**config.mk**
```make
export PLATFORM = sky130hd
export DESIGN_NAME = rim_cell
export DESIGN_NICKNAME = d
export VERILOG_FILES = /design/src/hdl/rim_pkg.sv /design/src/hdl/rim_cell.sv
export SDC_FILE = /design/constraint.sdc
export NUM_CORES = 1
export LEC_CHECK = 0
export BUFFER_PORTS_ARGS = -buffer_cell sky130_fd_sc_hd__buf_4
export CORE_AREA = 2 2 39 41
export DETAILED_ROUTE_END_ITERATION = 8
export DIE_AREA = 0 0 41 43
export SYNTH_ARGS = -nofsm -noshare
export SYNTH_HDL_FRONTEND = slang
export SYNTH_SLANG_ARGS = --single-unit
```
**constraint.sdc**
```tcl
create_clock -name clk -period 1.37 [get_ports clk]
set_input_delay 0.274 -clock clk [delete_from_list [all_inputs] [get_ports clk]]
set_output_delay 0.274 -clock clk [all_outputs]
set_load 0.01 [all_outputs]
```
**src/hdl/rim_pkg.sv**
```systemverilog
package rim_pkg;

  localparam int MaxPatternBytes = 32;
  localparam int WindowDepth = MaxPatternBytes - 1;
  localparam int LenW = $clog2(MaxPatternBytes + 1);
  localparam int IdxW = $clog2(MaxPatternBytes);
  localparam int SeenW = $clog2(WindowDepth + 1);

  typedef enum logic [1:0] {
    MODE_CLEAR  = 2'd0,
    MODE_APPEND = 2'd1,
    MODE_BODY   = 2'd2,
    MODE_NONE   = 2'd3
  } mode_t;

  typedef enum logic [1:0] {
    SRC_NONE     = 2'd0,
    SRC_EXPECTED = 2'd1,
    SRC_METADATA = 2'd2,
    SRC_SERVICE  = 2'd3
  } src_t;

  localparam logic [2:0] SevCritical = 3'd4;
  localparam logic [2:0] SevNone = 3'd0;

  typedef struct packed {
    logic shift;
    logic clear;
  } cell_ctl_t;

  function automatic logic [7:0] fold_ascii(input logic [7:0] b);
    logic [7:0] r;
    r = b;
    if (b >= 8'h41 && b <= 8'h5a) begin
      r = b + 8'h20;
    end
    return r;
  endfunction

endpackage

```
**src/hdl/rim_cell.sv**
```systemverilog
module rim_cell
  import rim_pkg::*;
(
  input  logic       clk,
  input  logic       rst,
  input  cell_ctl_t  ctl,
  input  logic [7:0] byte_in,
  output logic [7:0] byte_out
);

  always_ff @(posedge clk) begin
    if (rst) begin
      byte_out <= '0;
    end else if (ctl.clear) begin
      byte_out <= '0;
    end else if (ctl.shift) begin
      byte_out <= byte_in;
    end
  end

endmodule

```
== Word level (Yosys, flattened, before mapping) ==
Cells that the tools add are included.

* Register bits: 8
* Logic and storage cells: 2
* Bits of input ports: 12

* Reductions and logical operators: 1

{| class="wikitable"
|+ Operator list
! cell !! count
|-
| $reduce_or A2 Y1 || 1
|}

== Longest topological paths before layout ==
* Word-level depth: 1
* Depth in mapped cells: 3

== Worst setup path before layout ==
Ideal clock, no wire load.

* Kind: input -> register
* Start point: input port ctl[1] (netlist name)
* End point: register byte_out[0]
* Data arrival time: 0.649 ns
* Stages: 3
* Data required time: 1.256 ns
* Path slack: 0.606 ns
* Cells stage by stage: buf_4 mux2i_1 nor2_1

{| class="wikitable"
|+ RTL lines
! what !! RTL line !! RTL
|-
| start, declared || rim_cell.sv:6 || <nowiki>input cell_ctl_t ctl,</nowiki>
|-
| end signal, assigned || rim_cell.sv:17 || <nowiki>byte_out <= byte_in;</nowiki>
|-
| end, declared || rim_cell.sv:8 || <nowiki>output logic [7:0] byte_out</nowiki>
|}

== Worst setup path after layout ==
* Start point: register byte_out[7]
* End point: output port byte_out[7]

No word-level cell between the ends.

==> flow_metrics.py <==
metrics = {
    "power_and_ir_drop": {
        "leakage_nw": 0.234,
        "p_per_area_mw_per_mm2": 1040,
        "vdd_ir_drop_max_mv": 0.435,
    },
    "synthesis": {
        "syn-num-nets": 39,
        "ys_seq_area_frac": 0.542,
        "avgSynthCellArea_sq_um": 10.9,
        "syn_area_sq_um": 295,
        "yosys_warnings": 0,
        "synth.distinct_cells": 6,
        "synthCells": 27,
        "ys_seq_elements": 8,
    },
    "cts": {
        "cts.sinks": 8,
        "post_cts_resized": 0,
        "htree_levels": 1,
        "cts_tree": "done",
        "worstSkewPairLatency_ps": 240,
        "hold_buffers": 0,
        "cts_setup_buffers": 0,
        "path_clk_slew_ps": 50,
        "clockBufferDepth": 2,
        "cts_buffers": 3,
        "root_buffer": "clkbuf_4",
    },
    "final_layout": {
        "reg.largest.list": "byte_out x8",
        "antennaDiodeCount": 0,
        "nets": 61,
        "drive_above_1_share": 0.468,
        "area_growth_syn_to_layout_pct": 56.4,
        "regMostFlops": "byte_out",
        "fillCellCount": 157,
        "largest_reg_flops": 8,
        "post-route-cell-area_sq_um": 462,
        "register_area_sq_um": 160,
        "multi_input_area_sq_um": 116,
    },
    "sta": {
        "final.min_clock_period_ps": 967,
        "hold_viol": 0,
        "fin_worst_skew_ps": 0,
        "tightest_slew_ps": 263,
        "finalSetupTns_ps": 0,
        "fmax_ghz": 1.03,
        "slew_headroom": 0.824,
        "setup_viol": 0,
        "rsz0062_at_grt": "no",
        "fin_crit_sh": 0.706,
        "slew_viol_final": 0,
    },
    "floorplanning": {
        "boundaryPins": 20,
        "dieArea_sq_mm": 0.00176,
        "die_h_um": 43,
        "rows": 14,
        "start_util": 0.213,
        "core_area_sq_mm": 0.00138,
        "die_w_um": 41,
    },
    "detailed_routing": {
        "route.detailed.drc": 0,
        "wl_per_cell_um": 9.25,
        "initialDrtViolationCount": 0,
        "vias_per_cell": 3.87,
        "ant_nets": 0,
        "via_count": 244,
        "drtPass1Iterations": 1,
        "wl_um": 583,
    },
    "worst_setup_path": {
        "crit_path_end_kind": "output pin",
        "slowest_delay_ps": 330,
        "cp_max_fo": 2,
        "crit_chain": "buf_4",
        "critical-path-slowest-cell": "dfxtp_1",
        "critical_path.top_delay_family": "flip-flops",
        "cp.required_ps": 1100,
        "start_kind": "register",
        "ff2ff_setup_slack_ps": 770,
        "cp.buffers_inverters": 1,
        "worstPathArrival_ps": 690,
        "criticalPathCategory": "reg -> out",
    },
    "placement": {
        "dpl-instance-area_sq_um": 439,
        "place_congestion": 0.559,
        "hpwl_um": 434,
        "io_buffer_count": 19,
    },
    "grt": {
        "first_global_vias": 232,
        "grt_max_degree": 9,
        "antenna_found_initial": 0,
        "grt_pass1_wl_um": 903,
        "gr-total-overflow": 0,
        "track_usage": 0.0785,
    },
    "flow_run": {
        "maxCapViolations": 0,
    },
    "min_path": {
        "hp-class": "in -> reg",
    },
    "status": {
        "outcome": "finished clean",
    },
}
[per-layer routing]
metal,track usage,share of wire
met5,0,0
met4,0.0600,0
met3,0.0314,0.12
met2,0.100,0.45
met1,0.101,0.43
[cells in the mapped netlist]
| cell | n | area share |
|---|---|---|
| buf_6 | 1 | 0.038 |
| nor2_1 | 8 | 0.10 |
| dfxtp_1 | 8 | 0.54 |
| or2_1 | 1 | 0.021 |
| buf_4 | 1 | 0.025 |
| mux2i_1 | 8 | 0.27 |
[tightest hold or removal path, stage by stage]
cell and delay [ps]:
buf_4 70, mux2i_1 50, nor2_1 70
[layout make-up]
type	instances	share of cell area
Tap cell	16	0.0434
Timing Repair Buffer	19	0.309
Sequential cell	8	0.347
Multi-Input combinational cell	17	0.252
Clock buffer	3	0.0488
[cells by family after synthesis]
family / count (synthesis) / synth area share
simple gates: 9 / 0.123
buf+inv: 2 / 0.0636
mux: 8 / 0.271
flops: 8 / 0.542
[path summary, 6_finish.rpt]
kind	from	cells after the start	endpoint
hold / removal	byte_in[7]	3	byte_out[7]$_SDFFE_PP0P_
hold reg to reg	byte_out[4]$_SDFFE_PP0P_	2	byte_out[4]$_SDFFE_PP0P_
setup reg to reg	byte_out[1]$_SDFFE_PP0P_	2	byte_out[1]$_SDFFE_PP0P_
setup / recovery	byte_out[7]$_SDFFE_PP0P_	1	byte_out[7]
[metrics by stage]
| step | worst slack, ps | hold WS [ps] | util | power, W | instances |
|---|---|---|---|---|---|
| final | 403 | 265 | 0.334 | 0.000481 | 63 |
| after global routing | 359 | 278 | 0.334 | 0.000513 | 63 |
| after CTS | 390 | 259 | 0.334 | 0.000493 | 63 |
| after detailed placement | 467 | 485 | 0.317 | 0.000315 | 60 |
| after global placement | 472 | 482 | 0.317 | 0.000315 | 60 |
| after floorplan | 606 | 421 | - | 0.000281 | 27 |
[power by group]
| group | internal [W] | switching [W] |
|---|---|---|
| Combinational | 0.0000407 | 0.0000244 |
| Sequential | 0.000241 | 0.00000349 |
| Clock | 0.0000997 | 0.0000721 |
| Total | 0.000381 | 0.000100 |
[placed cells by master (no fill, tap or decap)]
| master | synthesis | layout |
|---|---|---|
| buf_4 | 1 | 19 |
| mux2i_1 | 8 | 8 |
| nor2_1 | 8 | 8 |
| dfxtp_1 | 8 | 8 |
| clkbuf_4 | 0 | 3 |
| or2_1 | 1 | 1 |
Note: power is estimated with default switching activity, not from simulation.
